<file path="src/rtl/dda_pkg.sv">
// shared constants, codes and types for the deferred delta accumulator
package dda_pkg;

  // field widths
  localparam int unsigned WORD_W   = 64;
  localparam int unsigned UNIT_W   = 63;
  localparam int unsigned MODE_W   = 2;
  localparam int unsigned REQ_W    = 2;
  localparam int unsigned CNT_W    = 7;
  localparam int unsigned BUDGET_W = 32;
  localparam int unsigned CFG_IDX_W = 2;

  // default chunk limit per apply
  localparam int unsigned MAX_CHUNKS_DEF = 64;

  // request codes
  localparam logic [REQ_W-1:0] REQ_ADD   = 2'd0;
  localparam logic [REQ_W-1:0] REQ_APPLY = 2'd1;
  localparam logic [REQ_W-1:0] REQ_CLEAR = 2'd2;

  // accumulator modes
  localparam logic [MODE_W-1:0] MODE_SCALAR = 2'd0;
  localparam logic [MODE_W-1:0] MODE_VEC3   = 2'd1;
  localparam logic [MODE_W-1:0] MODE_COUNT  = 2'd2;
  localparam logic [MODE_W-1:0] MODE_BAD    = 2'd3;

  // configuration register indexes
  localparam logic [CFG_IDX_W-1:0] REG_ACCUM_TYPE = 2'd0;
  localparam logic [CFG_IDX_W-1:0] REG_UNIT_X     = 2'd1;
  localparam logic [CFG_IDX_W-1:0] REG_UNIT_Y     = 2'd2;
  localparam logic [CFG_IDX_W-1:0] REG_UNIT_Z     = 2'd3;

  // per-lane control from the sequencer
  typedef struct packed {
    logic active;  // lane takes part in the current mode
    logic clr;     // zero the owed word
    logic add;     // add the delta
    logic step;    // subtract this cycle's chunk
    logic whole;   // chunk carries the whole owed word
  } dda_lane_ctl_t;

  // per-lane status back to the merge logic
  typedef struct packed {
    logic is_zero;    // owed word is zero
    logic fits;       // owed magnitude within the unit, chunk drains it
    logic no_unit;    // configured unit is zero
  } dda_lane_sts_t;

endpackage

</file>
<file path="src/rtl/dda_if.sv">
// valid/ready channel interfaces for input items and result beats
interface dda_in_if;
  import dda_pkg::*;
  logic                       valid;
  logic                       ready;
  logic [REQ_W-1:0]           req_type;
  logic signed [WORD_W-1:0]   delta_x;
  logic signed [WORD_W-1:0]   delta_y;
  logic signed [WORD_W-1:0]   delta_z;
  logic [CNT_W-1:0]           max_chunks;
  logic [BUDGET_W-1:0]        budget_in;

  modport source (output valid, req_type, delta_x, delta_y, delta_z, max_chunks,
                  budget_in, input ready);
  modport sink (input valid, req_type, delta_x, delta_y, delta_z, max_chunks,
                budget_in, output ready);
endinterface

interface dda_out_if;
  import dda_pkg::*;
  logic                       valid;
  logic                       ready;
  logic                       chunk_valid;
  logic signed [WORD_W-1:0]   out_x;
  logic signed [WORD_W-1:0]   out_y;
  logic signed [WORD_W-1:0]   out_z;
  logic [CNT_W-1:0]           chunks_used;
  logic [BUDGET_W-1:0]        budget_left;
  logic                       is_empty;
  logic                       last;

  modport source (output valid, chunk_valid, out_x, out_y, out_z, chunks_used,
                  budget_left, is_empty, last, input ready);
  modport sink (input valid, chunk_valid, out_x, out_y, out_z, chunks_used,
                budget_left, is_empty, last, output ready);
endinterface

</file>
<file path="src/rtl/dda_lane.sv">
// one component lane: owed word, unit register, clamp and drain
module dda_lane
  import dda_pkg::*;
(
  input  logic                     clk,
  input  logic                     rst_n,
  input  logic                     unit_we,
  input  logic [UNIT_W-1:0]        unit_wdata,
  input  dda_lane_ctl_t            ctl,
  input  logic [WORD_W-1:0]        delta,
  output logic [WORD_W-1:0]        chunk,
  output dda_lane_sts_t            sts
);

  logic [WORD_W-1:0] owed_r;
  logic [WORD_W-1:0] owed_nxt;
  logic [UNIT_W-1:0] unit_r;
  logic [WORD_W-1:0] unit_ext;
  logic [WORD_W-1:0] mag;
  logic [WORD_W-1:0] clamped;
  logic              neg;
  logic              fits;

  // magnitude of the owed word against the unit
  always_comb begin
    neg      = owed_r[WORD_W-1];
    unit_ext = {1'b0, unit_r};
    mag      = neg ? (WORD_W'(0) - owed_r) : owed_r;
    fits     = (mag <= unit_ext);
    clamped  = fits ? owed_r : (neg ? (WORD_W'(0) - unit_ext) : unit_ext);
    if (!ctl.active) begin
      chunk = '0;
    end else if (ctl.whole) begin
      chunk = owed_r;
    end else begin
      chunk = clamped;
    end
  end

  // owed update: clear wins over add, add over drain
  always_comb begin
    owed_nxt = owed_r;
    if (ctl.clr) begin
      owed_nxt = '0;
    end else if (ctl.add && ctl.active) begin
      owed_nxt = owed_r + delta;
    end else if (ctl.step) begin
      owed_nxt = owed_r - chunk;
    end
  end

  always_ff @(posedge clk) begin
    if (!rst_n) begin
      owed_r <= '0;
      unit_r <= '0;
    end else begin
      owed_r <= owed_nxt;
      if (unit_we) begin
        unit_r <= unit_wdata;
      end
    end
  end

  assign sts.is_zero = (owed_r == '0);
  assign sts.fits    = fits;
  assign sts.no_unit = (unit_r == '0);

endmodule

</file>
<file path="src/rtl/deferred_delta_accumulator.sv">
// top level: request sequencer, three component lanes and result merge
//
//   channel | dir | beat contents                              | accepted when
//   in_bus  | in  | req_type, deltas, max_chunks, budget_in    | valid & ready
//   out_bus | out | chunk, chunks_used, budget_left, flags     | valid & ready
//   cfg_*   | in  | register index, write data                 | cfg_we high
//
// add, clear, unknown requests and an apply with no chunks give one beat
// an apply with chunks gives no beat when accepted, then one chunk beat per cycle
// up to min(max_chunks, MAX_CHUNKS, budget_in), from a shared three-lane step
// in_bus.ready is low while an apply drains and while a beat waits unclaimed
// out_bus stalls freeze the drain; is_empty follows the owed words
// reset zeroes the owed words, units and mode at once, no clearing pass
module deferred_delta_accumulator
  import dda_pkg::*;
#(
  parameter int unsigned MAX_CHUNKS = MAX_CHUNKS_DEF
) (
  input  logic                 clk,
  input  logic                 rst_n,
  input  logic                 cfg_we,
  input  logic [CFG_IDX_W-1:0] cfg_idx,
  input  logic [UNIT_W-1:0]    cfg_wdata,
  dda_in_if.sink               in_bus,
  dda_out_if.source            out_bus
);

  typedef enum logic {ST_IDLE, ST_APPLY} state_t;

  localparam logic [CNT_W-1:0] MC_SAT = CNT_W'(MAX_CHUNKS);

  state_t              state_r;
  logic [MODE_W-1:0]   mode_r;
  logic [CNT_W-1:0]    lim_r;
  logic [CNT_W-1:0]    used_r;
  logic [BUDGET_W-1:0] budget_r;

  logic                out_valid_r;
  logic                chunk_valid_r;
  logic [WORD_W-1:0]   out_x_r;
  logic [WORD_W-1:0]   out_y_r;
  logic [WORD_W-1:0]   out_z_r;
  logic [CNT_W-1:0]    used_out_r;
  logic [BUDGET_W-1:0] left_r;
  logic                last_r;

  dda_lane_ctl_t       ctl_x;
  dda_lane_ctl_t       ctl_yz;
  dda_lane_sts_t       sts_x;
  dda_lane_sts_t       sts_y;
  dda_lane_sts_t       sts_z;
  logic [WORD_W-1:0]   chunk_x;
  logic [WORD_W-1:0]   chunk_y;
  logic [WORD_W-1:0]   chunk_z;

  logic                slot_free;
  logic                in_fire;
  logic                step_fire;
  logic                go_apply;
  logic                beat_load;
  logic                mode_we;
  logic                is_vec;
  logic                units_zero;
  logic                empty_now;
  logic                drained;
  logic                done;
  logic [CNT_W-1:0]    mc_sat;
  logic [CNT_W-1:0]    lim_in;
  logic [CNT_W-1:0]    used_nxt;

  // handshake and request decode
  assign slot_free  = !out_valid_r || out_bus.ready;
  assign in_bus.ready = (state_r == ST_IDLE) && slot_free;
  assign in_fire    = in_bus.valid && in_bus.ready;
  assign step_fire  = (state_r == ST_APPLY) && slot_free;
  assign mode_we    = cfg_we && (cfg_idx == REG_ACCUM_TYPE);
  assign is_vec     = (mode_r == MODE_VEC3);

  // an apply with chunks to give starts the drain instead of a beat
  assign go_apply   = (in_bus.req_type == REQ_APPLY) && (lim_in != '0) && !empty_now;
  assign beat_load  = (in_fire && !go_apply) || step_fire;

  // chunk limit for a new apply
  always_comb begin
    mc_sat = (in_bus.max_chunks > MC_SAT) ? MC_SAT : in_bus.max_chunks;
    lim_in = (in_bus.budget_in < {{(BUDGET_W-CNT_W){1'b0}}, mc_sat})
           ? in_bus.budget_in[CNT_W-1:0] : mc_sat;
  end

  // merge of lane status
  always_comb begin
    units_zero = is_vec ? (sts_x.no_unit && sts_y.no_unit && sts_z.no_unit)
                        : sts_x.no_unit;
    empty_now  = (mode_r == MODE_BAD) ||
                 (sts_x.is_zero && (!is_vec || (sts_y.is_zero && sts_z.is_zero)));
    drained    = units_zero ||
                 (sts_x.fits && (!is_vec || (sts_y.fits && sts_z.fits)));
    used_nxt   = used_r + CNT_W'(1);
    done       = (used_nxt == lim_r) || drained;
  end

  // lane control
  always_comb begin
    ctl_x.active = (mode_r != MODE_BAD);
    ctl_x.clr    = mode_we || (in_fire && (in_bus.req_type == REQ_CLEAR));
    ctl_x.add    = in_fire && (in_bus.req_type == REQ_ADD);
    ctl_x.step   = step_fire;
    ctl_x.whole  = units_zero;
    ctl_yz        = ctl_x;
    ctl_yz.active = is_vec;
  end

  dda_lane u_lane_x (
    .clk        (clk),
    .rst_n      (rst_n),
    .unit_we    (cfg_we && (cfg_idx == REG_UNIT_X)),
    .unit_wdata (cfg_wdata),
    .ctl        (ctl_x),
    .delta      (in_bus.delta_x),
    .chunk      (chunk_x),
    .sts        (sts_x)
  );

  dda_lane u_lane_y (
    .clk        (clk),
    .rst_n      (rst_n),
    .unit_we    (cfg_we && (cfg_idx == REG_UNIT_Y)),
    .unit_wdata (cfg_wdata),
    .ctl        (ctl_yz),
    .delta      (in_bus.delta_y),
    .chunk      (chunk_y),
    .sts        (sts_y)
  );

  dda_lane u_lane_z (
    .clk        (clk),
    .rst_n      (rst_n),
    .unit_we    (cfg_we && (cfg_idx == REG_UNIT_Z)),
    .unit_wdata (cfg_wdata),
    .ctl        (ctl_yz),
    .delta      (in_bus.delta_z),
    .chunk      (chunk_z),
    .sts        (sts_z)
  );

  // sequencer and output register
  always_ff @(posedge clk) begin
    if (!rst_n) begin
      state_r     <= ST_IDLE;
      out_valid_r <= 1'b0;
      mode_r      <= MODE_SCALAR;
      used_r      <= '0;
      lim_r       <= '0;
    end else begin
      if (mode_we) begin
        mode_r <= cfg_wdata[MODE_W-1:0];
      end
      if (beat_load) begin
        out_valid_r <= 1'b1;
      end else if (out_bus.ready) begin
        out_valid_r <= 1'b0;
      end
      unique case (state_r)
        ST_IDLE: begin
          if (in_fire) begin
            budget_r <= in_bus.budget_in;
            lim_r    <= lim_in;
            used_r   <= '0;
            if (go_apply) begin
              state_r <= ST_APPLY;
            end else begin
              chunk_valid_r <= 1'b0;
              out_x_r       <= '0;
              out_y_r       <= '0;
              out_z_r       <= '0;
              used_out_r    <= '0;
              left_r        <= in_bus.budget_in;
              last_r        <= 1'b1;
            end
          end
        end
        ST_APPLY: begin
          if (step_fire) begin
            chunk_valid_r <= 1'b1;
            out_x_r       <= chunk_x;
            out_y_r       <= chunk_y;
            out_z_r       <= chunk_z;
            used_out_r    <= used_nxt;
            left_r        <= budget_r - {{(BUDGET_W-CNT_W){1'b0}}, used_nxt};
            last_r        <= done;
            used_r        <= used_nxt;
            if (done) begin
              state_r <= ST_IDLE;
            end
          end
        end
        default: state_r <= ST_IDLE;
      endcase
    end
  end

  // result beat
  assign out_bus.valid       = out_valid_r;
  assign out_bus.chunk_valid = chunk_valid_r;
  assign out_bus.out_x       = out_x_r;
  assign out_bus.out_y       = out_y_r;
  assign out_bus.out_z       = out_z_r;
  assign out_bus.chunks_used = used_out_r;
  assign out_bus.budget_left = left_r;
  assign out_bus.is_empty    = empty_now;
  assign out_bus.last        = last_r;

  // a chunk beat always counts at least one chunk
  a_chunk_counted: assert property (@(posedge clk) disable iff (!rst_n)
    (out_valid_r && chunk_valid_r) |-> (used_out_r != '0))
    else $error("chunk beat with zero chunks_used");

  // a beat without a chunk is always a lone final beat
  a_plain_last: assert property (@(posedge clk) disable iff (!rst_n)
    (out_valid_r && !chunk_valid_r) |-> (last_r && (used_out_r == '0)))
    else $error("non-chunk beat not final");

  // drain never runs past its chunk limit
  a_limit: assert property (@(posedge clk) disable iff (!rst_n)
    (state_r == ST_APPLY) |-> ((used_r < lim_r) && (lim_r <= MC_SAT)))
    else $error("apply drain beyond chunk limit");

  // drain count and chunk output stay put while the drain is stalled
  a_stall_hold: assert property (@(posedge clk) disable iff (!rst_n)
    ((state_r == ST_APPLY) && !slot_free && !mode_we) |=>
      $stable(used_r) && $stable(out_x_r))
    else $error("drain advanced under stall");

endmodule
</file>
<file path="src/flat_wrapper.sv">
// flat-port wrapper written by rule: the top's interface ports become plain ports
module deferred_delta_accumulator_flat import dda_pkg::*;
#(
  parameter int unsigned MAX_CHUNKS = MAX_CHUNKS_DEF
)
  (clk, rst_n, cfg_we, cfg_idx, cfg_wdata, in_bus_valid, in_bus_req_type, in_bus_delta_x, in_bus_delta_y, in_bus_delta_z, in_bus_max_chunks, in_bus_budget_in, in_bus_ready, out_bus_valid, out_bus_chunk_valid, out_bus_out_x, out_bus_out_y, out_bus_out_z, out_bus_chunks_used, out_bus_budget_left, out_bus_is_empty, out_bus_last, out_bus_ready);
  dda_in_if in_bus_i ();
  dda_out_if out_bus_i ();
  input  logic clk;
  input  logic rst_n;
  input  logic cfg_we;
  input  logic [CFG_IDX_W-1:0] cfg_idx;
  input  logic [UNIT_W-1:0] cfg_wdata;
  input wire logic [$bits(in_bus_i.valid)-1:0] in_bus_valid;
  input wire logic [$bits(in_bus_i.req_type)-1:0] in_bus_req_type;
  input wire logic [$bits(in_bus_i.delta_x)-1:0] in_bus_delta_x;
  input wire logic [$bits(in_bus_i.delta_y)-1:0] in_bus_delta_y;
  input wire logic [$bits(in_bus_i.delta_z)-1:0] in_bus_delta_z;
  input wire logic [$bits(in_bus_i.max_chunks)-1:0] in_bus_max_chunks;
  input wire logic [$bits(in_bus_i.budget_in)-1:0] in_bus_budget_in;
  output wire logic [$bits(in_bus_i.ready)-1:0] in_bus_ready;
  output wire logic [$bits(out_bus_i.valid)-1:0] out_bus_valid;
  output wire logic [$bits(out_bus_i.chunk_valid)-1:0] out_bus_chunk_valid;
  output wire logic [$bits(out_bus_i.out_x)-1:0] out_bus_out_x;
  output wire logic [$bits(out_bus_i.out_y)-1:0] out_bus_out_y;
  output wire logic [$bits(out_bus_i.out_z)-1:0] out_bus_out_z;
  output wire logic [$bits(out_bus_i.chunks_used)-1:0] out_bus_chunks_used;
  output wire logic [$bits(out_bus_i.budget_left)-1:0] out_bus_budget_left;
  output wire logic [$bits(out_bus_i.is_empty)-1:0] out_bus_is_empty;
  output wire logic [$bits(out_bus_i.last)-1:0] out_bus_last;
  input wire logic [$bits(out_bus_i.ready)-1:0] out_bus_ready;
  assign in_bus_i.valid = in_bus_valid;
  assign in_bus_i.req_type = in_bus_req_type;
  assign in_bus_i.delta_x = in_bus_delta_x;
  assign in_bus_i.delta_y = in_bus_delta_y;
  assign in_bus_i.delta_z = in_bus_delta_z;
  assign in_bus_i.max_chunks = in_bus_max_chunks;
  assign in_bus_i.budget_in = in_bus_budget_in;
  assign in_bus_ready = in_bus_i.ready;
  assign out_bus_valid = out_bus_i.valid;
  assign out_bus_chunk_valid = out_bus_i.chunk_valid;
  assign out_bus_out_x = out_bus_i.out_x;
  assign out_bus_out_y = out_bus_i.out_y;
  assign out_bus_out_z = out_bus_i.out_z;
  assign out_bus_chunks_used = out_bus_i.chunks_used;
  assign out_bus_budget_left = out_bus_i.budget_left;
  assign out_bus_is_empty = out_bus_i.is_empty;
  assign out_bus_last = out_bus_i.last;
  assign out_bus_i.ready = out_bus_ready;
  deferred_delta_accumulator #(.MAX_CHUNKS(MAX_CHUNKS)) u_core (.clk(clk), .rst_n(rst_n), .cfg_we(cfg_we), .cfg_idx(cfg_idx), .cfg_wdata(cfg_wdata), .in_bus(in_bus_i), .out_bus(out_bus_i));
endmodule
</file>
<file path="config.mk">
export PLATFORM = sky130hd
export DESIGN_NAME = deferred_delta_accumulator_flat
export DESIGN_NICKNAME = d
export VERILOG_FILES = /design/src/rtl/dda_pkg.sv /design/src/rtl/dda_if.sv /design/src/rtl/dda_lane.sv /design/src/rtl/deferred_delta_accumulator.sv /design/src/flat_wrapper.sv
export SDC_FILE = /design/constraint.sdc
export NUM_CORES = 2
export LEC_CHECK = 0
export ABC_AREA = 1
export ABC_CLOCK_PERIOD_IN_PS = 24900
export BUFFER_PORTS_ARGS = -buffer_cell sky130_fd_sc_hd__buf_2
export CORE_ASPECT_RATIO = 0.9
export CORE_MARGIN = 2
export CORE_UTILIZATION = 25
export DETAILED_ROUTE_END_ITERATION = 16
export SLEW_MARGIN = 20
export SYNTH_ARGS = -nofsm -noshare
export SYNTH_HDL_FRONTEND = slang
export SYNTH_SLANG_ARGS = --single-unit
</file>
<file path="constraint.sdc">
create_clock -name clk -period 24.9 [get_ports clk]
set_input_delay 2.49 -clock clk [delete_from_list [all_inputs] [get_ports clk]]
set_output_delay 2.49 -clock clk [all_outputs]
set_load 0.02 [all_outputs]
</file>
==> impl_metrics.yaml <==
status:
  outcome: "finished clean"
sta:
  timing.final.crit_period_ps: 11080
  skew_ps: 67.9
  whs_ps: 480
  drv_slew: 0
  slew_headroom_pct: 25.6
  final-setup-viol-count: 0
  max_freq_mhz: 90.3
  timing_hold_violations_final: 0
  rsz0062_at_grt: "false"
  worstMarginPinSlew_ps: 1110
  min_period_over_period_pct: 44.5
  tns_ps: 0
layout:
  post-route-cell-area_sq_mm: 0.0697
  nets: 10400
  multi_input_comb_area_sq_mm: 0.0392
  ff_latch_area_sq_mm: 0.0159
  n_fill_cell: 27200
  layout-drive-gt1-share_pct: 10.0
  syn2layout_area_growth_pct: 14.3
clock_tree:
  cts-buffers-inserted: 84
  clock-sinks: 664
  cts_tree: "yes"
  post_cts_buffers: 0
  clk_pin_slew_worst_paths_ps: 80
  ctsResizeCount: 0
  hold_buffers: 0
  htree_num_levels: 3
  root_buffer: "clkbuf_16"
  clock_latency_ps: 750
  clockBufferDepth: 3
floorplan:
  die_x_um: 525
  die_height_um: 473
  die_area_sq_mm: 0.248
  rows: 172
  core-area_sq_mm: 0.243
  initial_core_util_pct: 25.1
  io_pins: 539
grt:
  grt_pass1_vias: 57900
  grt_use_total_pct: 20.8
  gr-total-overflow: 0
  grt_max_degree: 137
  grt_first_pass_wirelength_um: 386000
  antenna_found_initial: 71
setup_path:
  slowest_stage: "nand2_4"
  max_stage_delay_ps: 510
  cp-end-kind: "flip-flop"
  cp.arrival_ps: 11710
  required_ps: 25540
  start_kind: "flip-flop"
  crit_type: "flip-flop to flip-flop"
  reg2reg_slack_ps: 13820
  cp_max_fo: 64
logic_synthesis:
  syn_area_sq_mm: 0.0610
  yosys.area.top_type: "dfxtp_1"
  synth_warnings: 0
  syn_avg_cell_area_sq_um: 6.55
  async_reset_ff_share_pct: 0
  synth_fa_ha_area_share_pct: 8.40
  synth_compound_area_share_pct: 16.9
  synth_edf_count: 265
  synth_ff_type: "dfxtp_1"
  yosysSeqAreaShare_pct: 26.1
  synth-seq-cells: 664
  synthTopCellsByArea: "dfxtp_1 13%, edfxtp_1 13%, nand2_1 10%"
  synth_top_family_by_area: "simple AND/OR/NAND/NOR gates"
  synth_xor_area_share_pct: 8.40
  synthCells: 9317
  synthSimpleGateAreaFrac_pct: 30.5
  synth_cell_types: 63
  synth_top_area_share_pct: 13.1
  syn_nets: 10000
  synth_mux_area_share_pct: 0
drt:
  drtAntennaViolNets: 0
  num_vias: 64600
  vias_per_cell: 4.98
  wl_um: 269000
  wl_per_cell_um: 20.7
  drt_pass1_iterations: 6
  drtIter0Drc: 7401
  drc: 0
placement:
  placed_cell_area_sq_mm: 0.0668
  dp_hpwl_um: 216000
  place.gp.congestion: 0.973
  io_buffers: 538
run:
  maxCapViolCount: 0
worst_hold_path:
  min_path_type: "flip-flop to flip-flop"
==> worst max-delay path: cells and delay by family (launching register included) <==
kind | cells | cell delay (ps)
flops | 1 | 340
compound gates | 17 | 3700
simple gates | 25 | 4090
buf+inv | 10 | 1520
fa+ha+maj | 4 | 1120
xor+xnor | 1 | 160
==> area by class of cell <==
type / instances / area share, %
flip-flops and latches: 664 / 22.9
clock buffers: 100 / 3.26
repair buffers: 578 / 4.33
well taps: 3219 / 5.78
multi-input cells: 7122 / 56.2
diodes: 5 / 0.0179
clock inverters: 56 / 0.933
inverters: 1217 / 6.59
==> per-layer routing <==
layer	vias up	track usage, %	part of all wire (%)
met4	18	6.53	3.6
met2	3076	28.8	39
li1	31600	-	-
met3	407	3.84	9.6
met1	29500	31.7	48
met5	-	0	0.037
==> kinds of logic (layout without fill, tap and decap cells) <==
kind of cell               count (synthesis)  in the layout
buffers and inverters                   1531           1951
other                                      0              5
xor gates and xnor gates                 585            585
DFF                                      664            664
AOI/OAI and AO/OA                       1865           1865
and+or+nand+nor                         4265           4265
adders and majority gates                407            407
==> metrics by stage <==
| step | setup slack (ps) | utilization [%] | cells |
|---|---|---|---|
| after floorplan | 15480 | - | 9317 |
| after global placement | 14270 | 27.4 | 12800 |
| after detailed placement | 14090 | 27.4 | 12800 |
| after CTS | 14080 | 28.6 | 13000 |
| after global routing | 12560 | 28.6 | 13000 |
| final | 13820 | 28.6 | 13000 |
==> worst paths after layout <==
path                            depth (start not counted)                         end                      start
worst max-delay path                                   57  u_core.u_lane_y.owed_r[49]  u_core.u_lane_y.owed_r[0]
worst min-delay path                                    2            u_core.used_r[6]           u_core.used_r[6]
worst max register to register                         57  u_core.u_lane_y.owed_r[49]  u_core.u_lane_y.owed_r[0]
worst min register to register                          2            u_core.used_r[6]           u_core.used_r[6]
==> synthesized netlist by cell type, drive strengths merged (102+ instances only) <==
cell	number
a21oi	875
clkbuf	242
dfxtp	399
edfxtp	265
ha	403
inv	1202
nand2	1728
nand3	647
nand4	133
nor2	1414
nor3	144
o211ai	123
o21ai	614
xnor2	102
xor2	483
==> registers in the layout, indices dropped and copies added (netlist names), 32 cells and up <==
signal,count
u_core.out_bus.out_x,64
u_core.out_bus.out_y,64
u_core.out_bus.out_z,64
u_core.u_lane_x.owed_r,64
u_core.u_lane_y.owed_r,64
u_core.u_lane_z.owed_r,64
u_core.u_lane_x.unit_r,63
u_core.u_lane_y.unit_r,63
u_core.u_lane_z.unit_r,63
u_core.budget_r,32
u_core.out_bus.budget_left,32
==> cells in the final DEF, fill, tap and decap left out, types with 39 or more instances in the layout <==
master	instances
dfxtp_1	396
nor3_1	135
buf_2	537
nand3b_1	76
nor2_1	1352
nand3_1	607
xnor2_1	102
o211ai_1	123
nor4_1	46
inv_1	1161
nand2_1	1696
or2_2	59
clkbuf_16	88
o21ai_0	600
ha_1	403
a31oi_1	73
a21oi_1	872
xor2_1	483
nand4_1	129
edfxtp_1	265
buf_4	39
Power is left out: the tool's default activity adds up to more than one toggle a clock period on the data nets, which glitch-free logic cannot reach.
